<file path="src/design/tgfe_pkg.sv">
// shared types and constants for the text glyph framebuffer engine
// used by the top, tgfe_front and tgfe_back; no dependencies
package tgfe_pkg;

  // function codes of an input request
  localparam logic [1:0] FUNC_LOAD    = 2'd0;
  localparam logic [1:0] FUNC_DRAW    = 2'd1;
  localparam logic [1:0] FUNC_REFRESH = 2'd2;

  // status codes of a result
  localparam logic [1:0] ST_OK         = 2'd0;
  localparam logic [1:0] ST_BAD_SYMBOL = 2'd1;
  localparam logic [1:0] ST_BAD_ADDR   = 2'd2;

  // first character code held in the font
  localparam logic [7:0] FIRST_CODE = 8'd32;

  // lcd command bytes sent ahead of each page
  localparam logic [7:0] CMD_COL_LO = 8'h00;
  localparam logic [7:0] CMD_COL_HI = 8'h10;
  localparam logic [7:0] CMD_PAGE   = 8'hB0;

  // command bytes per page and index of the last page
  localparam int         REF_HEADER = 3;
  localparam logic [1:0] PAGE_LAST  = 2'd3;

  // classified request kinds
  typedef enum logic [1:0] {
    K_NOP     = 2'd0,
    K_LOAD    = 2'd1,
    K_DRAW    = 2'd2,
    K_REFRESH = 2'd3
  } kind_t;

  // one queued request, as handed from front to back
  typedef struct packed {
    kind_t       kind;
    logic [1:0]  status;
    logic [11:0] font_address;
    logic [7:0]  font_byte;
    logic        text_line;
    logic [7:0]  glyph;
  } cmd_t;

endpackage

</file>
<file path="src/design/tgfe_front.sv">
// front end: accepts requests, checks ranges, queues classified commands
// depends on tgfe_pkg
module tgfe_front import tgfe_pkg::*; #(
  parameter int FONT_GLYPHS   = 96,
  parameter int GLYPH_COLUMNS = 12
) (
  input  logic        clk,
  input  logic        rst_n,
  input  logic        start,
  output logic        busy,
  input  logic        clearing,
  input  logic [1:0]  in_func,
  input  logic [11:0] in_font_address,
  input  logic [7:0]  in_font_byte,
  input  logic        in_text_line,
  input  logic [7:0]  in_symbol,
  output logic        q_valid,
  output cmd_t        q_cmd,
  input  logic        q_pop
);

  localparam int REC_BYTES  = 1 + 2 * GLYPH_COLUMNS;
  localparam int FONT_BYTES = FONT_GLYPHS * REC_BYTES;
  localparam int FB_W       = $clog2(FONT_BYTES + 1);
  localparam int CMP_W      = (FB_W > 12) ? FB_W : 12;
  localparam int Q_DEPTH    = 2;

  cmd_t       cls;
  logic       push;
  cmd_t       entry_r [Q_DEPTH];
  logic       wr_ptr_r;
  logic       rd_ptr_r;
  logic [1:0] count_r;

  // classify the incoming request
  always_comb begin
    cls              = '0;
    cls.font_address = in_font_address;
    cls.font_byte    = in_font_byte;
    cls.text_line    = in_text_line;
    cls.glyph        = in_symbol - FIRST_CODE;
    cls.kind         = K_NOP;
    cls.status       = ST_OK;
    unique case (in_func)
      FUNC_LOAD: begin
        if (CMP_W'(in_font_address) < CMP_W'(FONT_BYTES)) begin
          cls.kind = K_LOAD;
        end else begin
          cls.status = ST_BAD_ADDR;
        end
      end
      FUNC_DRAW: begin
        if ((in_symbol >= FIRST_CODE) &&
            ({1'b0, cls.glyph} < 9'(FONT_GLYPHS))) begin
          cls.kind = K_DRAW;
        end else begin
          cls.status = ST_BAD_SYMBOL;
        end
      end
      FUNC_REFRESH: begin
        cls.kind = K_REFRESH;
      end
      default: begin
        cls.kind = K_NOP;
      end
    endcase
  end

  // two-entry command queue
  assign busy    = (count_r == 2'(Q_DEPTH)) || clearing;
  assign push    = start && !busy;
  assign q_valid = (count_r != 2'd0);
  assign q_cmd   = entry_r[rd_ptr_r];

  always_ff @(posedge clk) begin
    if (push) begin
      entry_r[wr_ptr_r] <= cls;
    end
  end

  always_ff @(posedge clk) begin
    if (!rst_n) begin
      wr_ptr_r <= 1'b0;
      rd_ptr_r <= 1'b0;
      count_r  <= 2'd0;
    end else begin
      if (push) begin
        wr_ptr_r <= !wr_ptr_r;
      end
      if (q_pop) begin
        rd_ptr_r <= !rd_ptr_r;
      end
      count_r <= count_r + 2'(push) - 2'(q_pop);
    end
  end

`ifndef SYNTH
  a_no_pop_empty: assert property (@(posedge clk) disable iff (!rst_n)
    q_pop |-> q_valid)
    else $error("queue popped while empty");

  a_count_bound: assert property (@(posedge clk) disable iff (!rst_n)
    count_r <= 2'(Q_DEPTH))
    else $error("queue count beyond depth");

  a_full_blocks: assert property (@(posedge clk) disable iff (!rst_n)
    (count_r == 2'(Q_DEPTH)) |-> !push)
    else $error("request taken into a full queue");
`endif

endmodule

</file>
<file path="config.mk">
export PLATFORM = sky130hd
export DESIGN_NAME = tgfe_front
export DESIGN_NICKNAME = d
export VERILOG_FILES = /design/src/design/tgfe_pkg.sv /design/src/design/tgfe_front.sv
export SDC_FILE = /design/constraint.sdc
export NUM_CORES = 1
export LEC_CHECK = 0
export BUFFER_PORTS_ARGS = -buffer_cell sky130_fd_sc_hd__buf_4
export CAP_MARGIN = 20
export CORE_ASPECT_RATIO = 1.75
export CORE_UTILIZATION = 45
export DETAILED_ROUTE_END_ITERATION = 8
export PLACE_DENSITY_LB_ADDON = 0.15
export SYNTH_ARGS = -nofsm -noshare
export SYNTH_HDL_FRONTEND = slang
export SYNTH_SLANG_ARGS = --single-unit
</file>
<file path="constraint.sdc">
create_clock -name clk -period 4.5 [get_ports clk]
set_clock_uncertainty 0.15 [all_clocks]
set_input_delay 1.35 -clock clk [delete_from_list [all_inputs] [get_ports clk]]
set_output_delay 1.35 -clock clk [all_outputs]
set_load 0.005 [all_outputs]
</file>
---- Yosys cells after proc, flatten, opt, wreduce, memory -nomap -nowiden ----
Memory sizes are Yosys's and may differ from the RTL's. A register that Yosys moved wholly into a read port is not among the register bits.
Index checks and enable logic that the tools add are counted.
storage, ports and cells
  RAM bits ................................ 66
  ROM bits ................................ 0
  word-level logic and storage cells ...... 31
  latch bits .............................. 0
  output and inout bits ................... 35
  memories ................................ 1
  register bits ........................... 4
cells by class
  bitwise operators ....................... 0
  add/sub/neg operators ................... 3
  divide/modulo/power cells ............... 0
  equality and inequality tests ........... 3
  $lt $le $gt $ge ......................... 3
  multiplexer cells ....................... 10
  shift-type cells ........................ 0
  reductions and logical operators ........ 8
  multipliers ............................. 0
memories
  memory   depth  width  rd ports  clocked after memory_dff  write ports  RTL line          source
  entry_r  2      33     1         1                         1            tgfe_front.sv:30  cmd_t entry_r [Q_DEPTH];
operators by type and width
  cell                  count
  $lt 12x12->1 const B  1
  $ge 8x6->1 const B    1
  $lt 8x7->1 const B    1
  $sub 8x6->8 const B   1
  $mux 1                6
  $pmux 2 s3            1
  $eq 2x2->1 const B    2
  $mux 2                2
  $pmux 2 s2            1
  $logic_not 1->1       3
  $add 2x1->2           1
  $eq 2x1->1 const B    1
  $logic_and 1x1->1     2
  $logic_not 2->1       1
  $reduce_bool 2->1     1
  $sub 2x1->2           1
  $logic_or 1x1->1      1

---- Longest topological paths before layout ----
Gate-level depths: netlist of run 1.
  word-level depth ........................ 6
  gate-level depth with buffers ........... 7
  gate-level depth less buffers ........... 7

---- Worst setup path before layout of run 1 ----
No wires, ideal clock.
  path type ............................... input -> register
  start ................................... input port clearing
  end ..................................... memory entry_r[0][0] (netlist bit), enable pin
  library setup time ...................... 446 ps
  arrival time ............................ 3,334 ps
  path slack .............................. 570 ps
  stages on the path ...................... 1
  cells stage by stage .................... nor4_2
on the way
  longest elaborated chain between the ends .. 5
RTL lines
  what                          RTL line          source
  start: declaration            tgfe_front.sv:11  input logic clearing,
  $logic_or 1x1->1              tgfe_front.sv:70  assign busy = (count_r == 2'(Q_DEPTH)) || clearing;
  $logic_not 1->1               tgfe_front.sv:71  assign push = start && !busy;
  $logic_and 1x1->1             tgfe_front.sv:71
  $mux 1                        tgfe_front.sv:76  if (push) begin
  $mux 1 (not written as such)  tgfe_front.sv:77  entry_r[wr_ptr_r] <= cls;
  end: declaration              tgfe_front.sv:30
Every way passes these cells.

---- Final worst setup path of run 1 ----
  start ................................... input port clearing
  end ..................................... output port busy
on the way
  longest elaborated chain between the ends .. 1
RTL lines
  what              RTL line          source
  $logic_or 1x1->1  tgfe_front.sv:70
  end: declaration  tgfe_front.sv:10  output logic busy,
Every way passes these cells.

==> impl_metrics.tcl, run 1 <==
set metrics [dict create \
    placed_cell_area_mm2 0.00339 \
    clock_sinks 71 \
    synth_cells 148 \
    grt_use_met1_pct 14.8 \
    synth_area_leaders "edfxtp_1, mux2_2, dfxtp_1, ha_1, inv_1" \
    worstPathCellList "buf_4, nor2_1, inv_1, buf_4" \
    grt_overflow 0 \
    cts_hold_buf 0 \
    vias_per_cell 4.94 \
    syn_avg_cell_area_um2 18.6 \
    cts_tree "done" \
    cap_violations 0 \
    critPathSlowestCell "buf_4" \
    syn_to_final_growth_pct 32.4 \
    fmax_ghz 0.307 \
    utilization_pct 62.1 \
    dp_hpwl_um 3160 \
    busiest_layer "met2" \
    synth_top_area_share_pct 71.9 \
    ys_seq_area_share_pct 75.6 \
    fill_cells 470 \
    syn_nets 188 \
    synth_compound_area_share_pct 2.32 \
    grt_use_met2_pct 29.8 \
    clk_path_buf_depth 2 \
    rsz0062_at_grt "no" \
    start_util_pct 46.9 \
    worst-path-max-fanout 4 \
    synth_top_family_by_area "multiplexers" \
    slew_headroom_pct 69.4 \
    ir_drop_v 0.000298 \
    die_y_um 106 \
    power_w 0.00163 \
    start_kind "input port" \
    synthAdderAreaFrac_pct 1.82 \
    yosys.area.top_type "edfxtp_1" \
    grt_max_degree 34 \
    port_buffers 70 \
    root_buffer "clkbuf_8" \
    fin_area_mm2 0.00365 \
    cts_resized 0 \
    period_minus_slack_ns 3.26 \
    ys_types 25 \
    wl_um 4710 \
    maxSlewViolCount 0 \
    finalHoldViolations 0 \
    antenna_violating_nets_post_route 0 \
    worst_pin_slew_ns 0.459 \
    power_density_mw_per_mm2 445 \
    fin_nets 268 \
    boundaryPins 71 \
    core_area_mm2 0.00588 \
    grt_pass1_vias 1670 \
    multi_input_area_um2 628 \
    dr.pass1.iters 4 \
    post-route-period-util_pct 72.5 \
    grt_pass1_wl_um 7450 \
    ys_ff_latch 71 \
    syn_area_mm2 0.00276 \
    synth_xor_area_share_pct 1.27 \
    hold_class "reg -> reg" \
    n_antenna_cell 0 \
    drive_above_1_share_pct 52.4 \
    slowest_delay_ns 0.13 \
    die_area_mm2 0.00645 \
    power_leakage_nw 1.40 \
    fp-row-count 37 \
    crit_required_ns 3.00 \
    ys_warn_count 0 \
    gp_congestion 0.678 \
    clkTransAtPathRegs_ns 0.07 \
    antenna_found_initial 0 \
    drc 0 \
    layout_commonest_cell "buf_4" \
    cp_common_cell "buf_4" \
    first_iter_violations 48 \
    finalSetupTns_ns 0 \
    clock_latency_ns 0.32 \
    seqCellArea_mm2 0.00208 \
    synthMuxAreaShare_pct 13.5 \
    htree_levels 3 \
    end_kind "primary output" \
    worstPathArrival_ns 1.76 \
    grt.met3_usage_pct 5.89 \
    dr_total_vias 1535 \
    grt_usage_pct 16.5 \
    wire_per_inst_um 15.1 \
    die_w_um 61.2 \
    setup_violations 0 \
    final_cell_mix "buf_4, edfxtp_1, mux2_2" \
    synthSimpleGateAreaFrac_pct 3.59 \
    numCtsBuffers 9 \
    status "completed" \
    postCtsSetupBuffers 0 \
    worstSetupPathType "in -> out" \
]
-- synthesized netlist by cell type --
library cell / count
a211o_1: 1
a21o_1: 1
a31oi_1: 2
and2_1: 5
buf_2: 4
dfxtp_1: 5
edfxtp_1: 66
ha_1: 4
inv_1: 9
mux2_2: 33
nand3b_1: 1
nor2_1: 2
nor2b_1: 1
nor3_1: 1
nor4_1: 1
nor4_2: 1
nor4bb_1: 1
o21a_1: 1
o311a_1: 1
o31a_1: 1
o32ai_1: 1
or2_2: 1
or3_1: 1
xnor2_1: 2
xor2_1: 2
-- cell families (layout without fill, tap and decap cells) --
logic type / count (synthesis) / after routing
compound gates: 8 / 8
xor+xnor: 4 / 4
fa+ha+maj: 4 / 4
buf+inv: 13 / 98
flops: 71 / 71
mux: 33 / 33
simple gates: 15 / 15
-- worst paths after layout --
| kind | from | slack [ns] | end | depth (start not counted) |
|---|---|---|---|---|
| max reg2reg | count_r[1] | 2.62 | entry_r[1][20] | 4 |
| min | rd_ptr_r | 0.44 | rd_ptr_r | 2 |
| min reg2reg | rd_ptr_r | 0.44 | rd_ptr_r | 2 |
| max | clearing | 1.24 | busy | 4 |
-- routing by layer --
metal / routed length (µm) / up-vias
met5: 0 / -
met4: 44 / 0
met3: 248 / 2
met2: 2780 / 50
met1: 1640 / 759
li1: - / 724
-- flip-flops by register name (all words and copies together), names as in the netlist, named ones only --
signal    count
count_r       2
entry_r      66
rd_ptr_r      1
wr_ptr_r      1
-- power by group --
group	switching (W)	internal (W)	leakage [nW]	total [W]
combinational	0.0000884	0.000117	0.624	0.000206
clock	0.000221	0.000421	0.125	0.000642
sequential	0.0000114	0.000767	0.647	0.000778
total	0.000321	0.00130	1.40	0.00163
-- worst max-delay path: cells and delay by family --
kind | cells | cell delay (ns)
simple gates | 1 | 0.11
buf+inv | 3 | 0.30
-- cell type report --
cell class / count / area share, %
flip-flops and latches: 71 / 57.1
well taps: 78 / 2.67
clock buffers: 9 / 3.40
clock inverters: 7 / 3.70
repair buffers: 73 / 15.0
inverters: 9 / 0.926
multi-input cells: 64 / 17.2
-- metrics by stage --
stage          hold WS (ns)  instances  worst slack (ns)
6_report              0.438        311              1.24
5_1_grt               0.466        311              1.19
4_1_cts               0.444        311              1.24
2_1_floorplan         0.405        148             0.570
3_3_place_gp          0.424        295              1.26
3_5_place_dp          0.429        295              1.24
(Power assumes the default switching activity.)
==> run 2, diff against run 1 <==
--- a/config.mk
+++ b/config.mk
@@ -5,6 +5,7 @@
 export SDC_FILE = /design/constraint.sdc
 export NUM_CORES = 1
 export LEC_CHECK = 0
+export ABC_AREA = 1
 export BUFFER_PORTS_ARGS = -buffer_cell sky130_fd_sc_hd__buf_4
 export CAP_MARGIN = 20
 export CORE_ASPECT_RATIO = 1.75
==> constraint.sdc (replaced) <==
create_clock -name clk -period 2.8 [get_ports clk]
set_clock_uncertainty 0.15 [all_clocks]
set_input_delay 0.84 -clock clk [delete_from_list [all_inputs] [get_ports clk]]
set_output_delay 0.84 -clock clk [all_outputs]
set_load 0.005 [all_outputs]
==> impl_metrics.tcl, run 2 <==
set metrics [dict create \
    vias_per_cell 4.68 \
    start_util_pct 47.1 \
    grt_overflow 0 \
    fill_cells 513 \
    clock_sinks 71 \
    worst-path-max-fanout 20 \
    synth_top_family_by_area "multiplexers" \
    first_iter_violations 46 \
    final_cell_count_no_fill 338 \
    maxSlewViolCount 0 \
    ys.flop_type "edfxtp_1" \
    ys_warn_count 0 \
    fmax_ghz 0.400 \
    cts_resized 0 \
    seqCellArea_mm2 0.00208 \
    core_area_mm2 0.00623 \
    top_register "entry_r" \
    boundaryPins 71 \
    synth_area_leaders "edfxtp_1, mux2_4, dfxtp_1, inv_1, buf_12" \
    crit_required_ns 1.81 \
    die_y_um 109 \
    rsz0062_at_grt "no" \
    cts_tree "done" \
    clkTransAtPathRegs_ns 0.07 \
    worstPathArrival_ns 1.51 \
    grt_pass1_wl_um 6930 \
    grt_max_degree 34 \
    ys_top_cells_by_count "edfxtp_1, mux2_4, inv_1" \
    cts_hold_buf 0 \
    synthMuxAreaShare_pct 16.5 \
    dr_total_vias 1582 \
    post-route-period-util_pct 89.2 \
    setup_violations 0 \
    grt_pass1_vias 1560 \
    synth_compound_area_share_pct 1.11 \
    syn_to_final_growth_pct 27.7 \
    power_density_mw_per_mm2 612 \
    port_buffers 70 \
    ys_ff_latch 71 \
    grt_usage_pct 14.1 \
    place_inst 322 \
    synth_edf_count 66 \
    worst_pin_slew_ns 0.356 \
    end_kind "primary output" \
    layout_commonest_cell "buf_4" \
    synth_top_area_share_pct 67.5 \
    period_minus_slack_ns 2.50 \
    ys_types 17 \
    ir_drop_v 0.000363 \
    status "completed" \
    syn_nets 212 \
    antenna_found_initial 0 \
    wire_per_inst_um 13.4 \
    synth_cells 172 \
    synthSimpleGateAreaFrac_pct 4.47 \
    power_w 0.00230 \
    final_cell_mix "buf_4, edfxtp_1, mux2_4" \
    synthAdderAreaFrac_pct 1.70 \
    n_antenna_cell 0 \
    antenna_violating_nets_post_route 0 \
    numCtsBuffers 9 \
    fp-row-count 38 \
    async_flop_share_pct 0 \
    finalSetupTns_ns 0 \
    dr.pass1.iters 5 \
    slew_headroom_pct 76.3 \
    hold_class "reg -> reg" \
    htree_levels 3 \
    syn_area_mm2 0.00294 \
    power_leakage_nw 1.56 \
    multi_input_area_um2 731 \
    clock_latency_ns 0.33 \
    synth_xor_area_share_pct 0.597 \
    die_w_um 63.1 \
    clk_path_buf_depth 2 \
    gp_congestion 0.666 \
    worstSetupPathType "reg -> out" \
    dp_hpwl_um 3180 \
    ys_seq_area_share_pct 70.9 \
    cap_violations 0 \
    drive_above_1_share_pct 48.4 \
    largest_reg_flops 66 \
    yosys.area.top_type "edfxtp_1" \
    reg.largest.list "entry_r: 66 flops, count_r: 2 flops" \
    wl_um 4550 \
    finalHoldViolations 0 \
    root_buffer "clkbuf_8" \
    fin_nets 293 \
    die_area_mm2 0.00687 \
    postCtsSetupBuffers 0 \
    syn_avg_cell_area_um2 17.1 \
    drc 0 \
    start_kind "register" \
    synth_most_common_cell "edfxtp_1" \
]
run 2: layout make-up:
cell class	count	area share [%]
Sequential cell	71	55.5
Multi-Input combinational cell	79	19.5
Timing Repair Buffer	74	15.5
Clock buffer	10	3.40
Tap cell	80	2.67
Inverter	18	1.80
Clock inverter	6	1.63
run 2: cells by family (layout without fill, tap and decap cells):
logic type      after synthesis  after routing
compound gates                6              6
xor+xnor                      2              2
fa+ha+maj                     4              4
buf+inv                      22            108
flops                        71             71
mux                          33             33
simple gates                 34             34
run 2: through the flow:
step / setup slack (ns) / utilization (%) / hold WS [ns] / instance area, µm²
3_5_place_dp: 0.630 / 57.2 / 0.347 / 3560
2_1_floorplan: -0.221 / - / 0.309 / 2940
6_report: 0.301 / 60.2 / 0.363 / 3750
3_3_place_gp: 0.634 / 57.2 / 0.333 / 3560
5_1_grt: 0.218 / 60.2 / 0.402 / 3750
4_1_cts: 0.269 / 60.2 / 0.365 / 3750
run 2: per-layer routing:
layer	routed length (µm)	global-route usage, %	vias up
met5	0	0	-
met4	92	6.98	0
met3	289	5.44	10
met2	2460	25.0	58
met1	1710	14.1	742
li1	-	-	772
run 2: path summary, 6_finish.rpt:
check	from	to	slack (ns)	cells past startpoint
max	register	q_cmd[1]	0.30	3
min reg2reg	rd_ptr_r	rd_ptr_r	0.36	2
max reg2reg	count_r[0]	count_r[1]	1.21	9
min	rd_ptr_r	rd_ptr_r	0.36	2
run 2: worst max-delay path, cell delays in order, from the launching register on:
cell and delay [ns]:
dfxtp_2 0.33, buf_4 0.33, mux2_2 0.39, buf_4 0.14
run 2: where the power goes:
| part | leakage [nW] | internal [W] | total, W | switching, W |
|---|---|---|---|---|
| Clock | 0.0960 | 0.000408 | 0.000756 | 0.000348 |
| Combinational | 0.814 | 0.000176 | 0.000308 | 0.000131 |
| Sequential | 0.647 | 0.00122 | 0.00123 | 0.0000133 |
==> run 3, diff against run 2 <==
--- a/config.mk
+++ b/config.mk
@@ -6,11 +6,11 @@
 export NUM_CORES = 1
 export LEC_CHECK = 0
 export ABC_AREA = 1
-export BUFFER_PORTS_ARGS = -buffer_cell sky130_fd_sc_hd__buf_4
 export CAP_MARGIN = 20
 export CORE_ASPECT_RATIO = 1.75
 export CORE_UTILIZATION = 45
 export DETAILED_ROUTE_END_ITERATION = 8
+export DONT_BUFFER_PORTS = 1
 export PLACE_DENSITY_LB_ADDON = 0.15
 export SYNTH_ARGS = -nofsm -noshare
 export SYNTH_HDL_FRONTEND = slang
==> constraint.sdc (replaced) <==
create_clock -name clk -period 2.8 [get_ports clk]
set_clock_uncertainty 0.15 [all_clocks]
set_input_delay 0.84 -clock clk [delete_from_list [all_inputs] [get_ports clk]]
set_output_delay 0.84 -clock clk [all_outputs]
set_load 0.02 [all_outputs]
==> impl_metrics.tcl, run 3 (synthesis results as in run 2) <==
set metrics [dict create \
    status "completed" \
    clkTransAtPathRegs_ns 0.07 \
    clock_sinks 71 \
    fmax_ghz 0.422 \
    crit_family "multiplexers" \
    worstSetupPathType "reg -> out" \
    hold_class "reg -> reg" \
    clock_latency_ns 0.33 \
    finalHoldViolations 0 \
    start_util_pct 47.1 \
    min_path_cells 2 \
    place_inst 252 \
    boundaryPins 71 \
    ir_drop_v 0.000365 \
    cp.depth 2 \
    fin_nets 223 \
    dp_hpwl_um 3090 \
    final_cell_count_no_fill 268 \
    wl_um 4410 \
    power_leakage_nw 1.24 \
    largest_reg_flops 66 \
    root_buffer "clkbuf_8" \
    grt_overflow 0 \
    grt_usage_pct 13.9 \
    power_w 0.00233 \
    layout_commonest_cell "edfxtp_1" \
    die_y_um 109 \
    setup_violations 0 \
    fill_cells 526 \
    cts_tree "done" \
    die_w_um 63.1 \
    pwr-share-clk_pct 36.1 \
    drc 0 \
    grt_pass1_vias 1395 \
    post-route-period-util_pct 84.7 \
    worstPathArrival_ns 1.38 \
    post-place-ws_ns 0.709 \
    final_cell_mix "edfxtp_1, mux2_4, inv_1" \
    start_kind "register" \
    core_area_mm2 0.00623 \
    die_area_mm2 0.00687 \
    fp-row-count 38 \
    syn_to_final_growth_pct 10.6 \
    period_minus_slack_ns 2.37 \
    antenna_found_initial 0 \
    rr_worst_depth 9 \
    end_kind "primary output" \
    clk_path_buf_depth 2 \
    rsz0062_at_grt "no" \
    p_int_w 0.00181 \
    slew_headroom_pct 79.1 \
    cap_violations 0 \
    placed_cell_area_mm2 0.00304 \
    timing.final.ws_setup_ns 0.429 \
    top_register "entry_r" \
    slowest_delay_ns 0.44 \
    grt_pass1_wl_um 6690 \
    wire_per_inst_um 16.5 \
    seqPwrFrac_pct 52.9 \
    worstPathCellList "buf_12, mux2_2" \
    drive_above_1_share_pct 29.3 \
    grt_max_degree 34 \
    maxSlewViolCount 0 \
    pwr-share-comb_pct 11.0 \
    switchingPower_w 0.000521 \
    critPathSlowestCell "mux2_2" \
    cts_hold_buf 0 \
    reg.largest.list "entry_r: 66 flops, count_r: 2 flops" \
    crit_required_ns 1.81 \
    worst-path-max-fanout 33 \
    n_antenna_cell 0 \
    cts_resized 0 \
    swShare_pct 22.3 \
    gp_congestion 0.635 \
    postCtsSetupBuffers 0 \
    numCtsBuffers 9 \
    htree_levels 3 \
    fin_area_mm2 0.00325 \
    first_iter_violations 33 \
    finalSetupTns_ns 0 \
    worst_pin_slew_ns 0.313 \
    dr_total_vias 1324 \
    vias_per_cell 4.94 \
    antenna_violating_nets_post_route 0 \
    critPathBufInv 1 \
    dr.pass1.iters 4 \
    power_density_mw_per_mm2 718 \
    port_buffers 0 \
]
-- run 3: worst min-delay path, stage by stage, from the launching register on --
cell and delay [ns]:
dfxtp_1 0.33, nor2_1 0.06, nor2_1 0.08
-- run 3: worst paths after layout --
path                                  from         end  slack [ns]
worst min register to register    rd_ptr_r    rd_ptr_r        0.35
worst max-delay path              register    q_cmd[1]        0.43
worst min-delay path              rd_ptr_r    rd_ptr_r        0.35
worst max register to register  count_r[0]  count_r[1]        1.17
-- run 3: area by class of cell --
| class | instances | area [µm²] | area share (%) |
|---|---|---|---|
| Sequential cell | 71 | 2080 | 64.1 |
| Multi-Input combinational cell | 79 | 731 | 22.5 |
| Clock buffer | 9 | 124 | 3.81 |
| Tap cell | 80 | 100 | 3.08 |
| Clock inverter | 7 | 87.6 | 2.70 |
| Inverter | 18 | 67.6 | 2.08 |
| Timing Repair Buffer | 4 | 55.1 | 1.69 |
-- run 3: through the flow --
stage,util (%),hold slack [ns]
2_1_floorplan,-,0.309
3_3_place_gp,48.8,0.336
3_5_place_dp,48.8,0.338
4_1_cts,52.1,0.356
5_1_grt,52.1,0.389
6_report,52.1,0.355
-- run 3: power groups by stage --
stage	logic (W)	registers (W)	clock network, W
2_1_floorplan	0.000229	0.00125	0
3_3_place_gp	0.000255	0.00126	0
3_5_place_dp	0.000260	0.00126	0
4_1_cts	0.000261	0.00123	0.000866
5_1_grt	0.000274	0.00124	0.000902
6_report	0.000257	0.00123	0.000843
-- run 3: layer usage --
metal	share of wire (%)	wire [µm]	vias to the layer above	global-route usage [%]
met5	0	0	-	0
met3	10	444	5	7.64
met1	32	1420	637	12.2
met2	56	2470	50	24.3
met4	1.5	68	0	7.97
li1	-	-	632	-
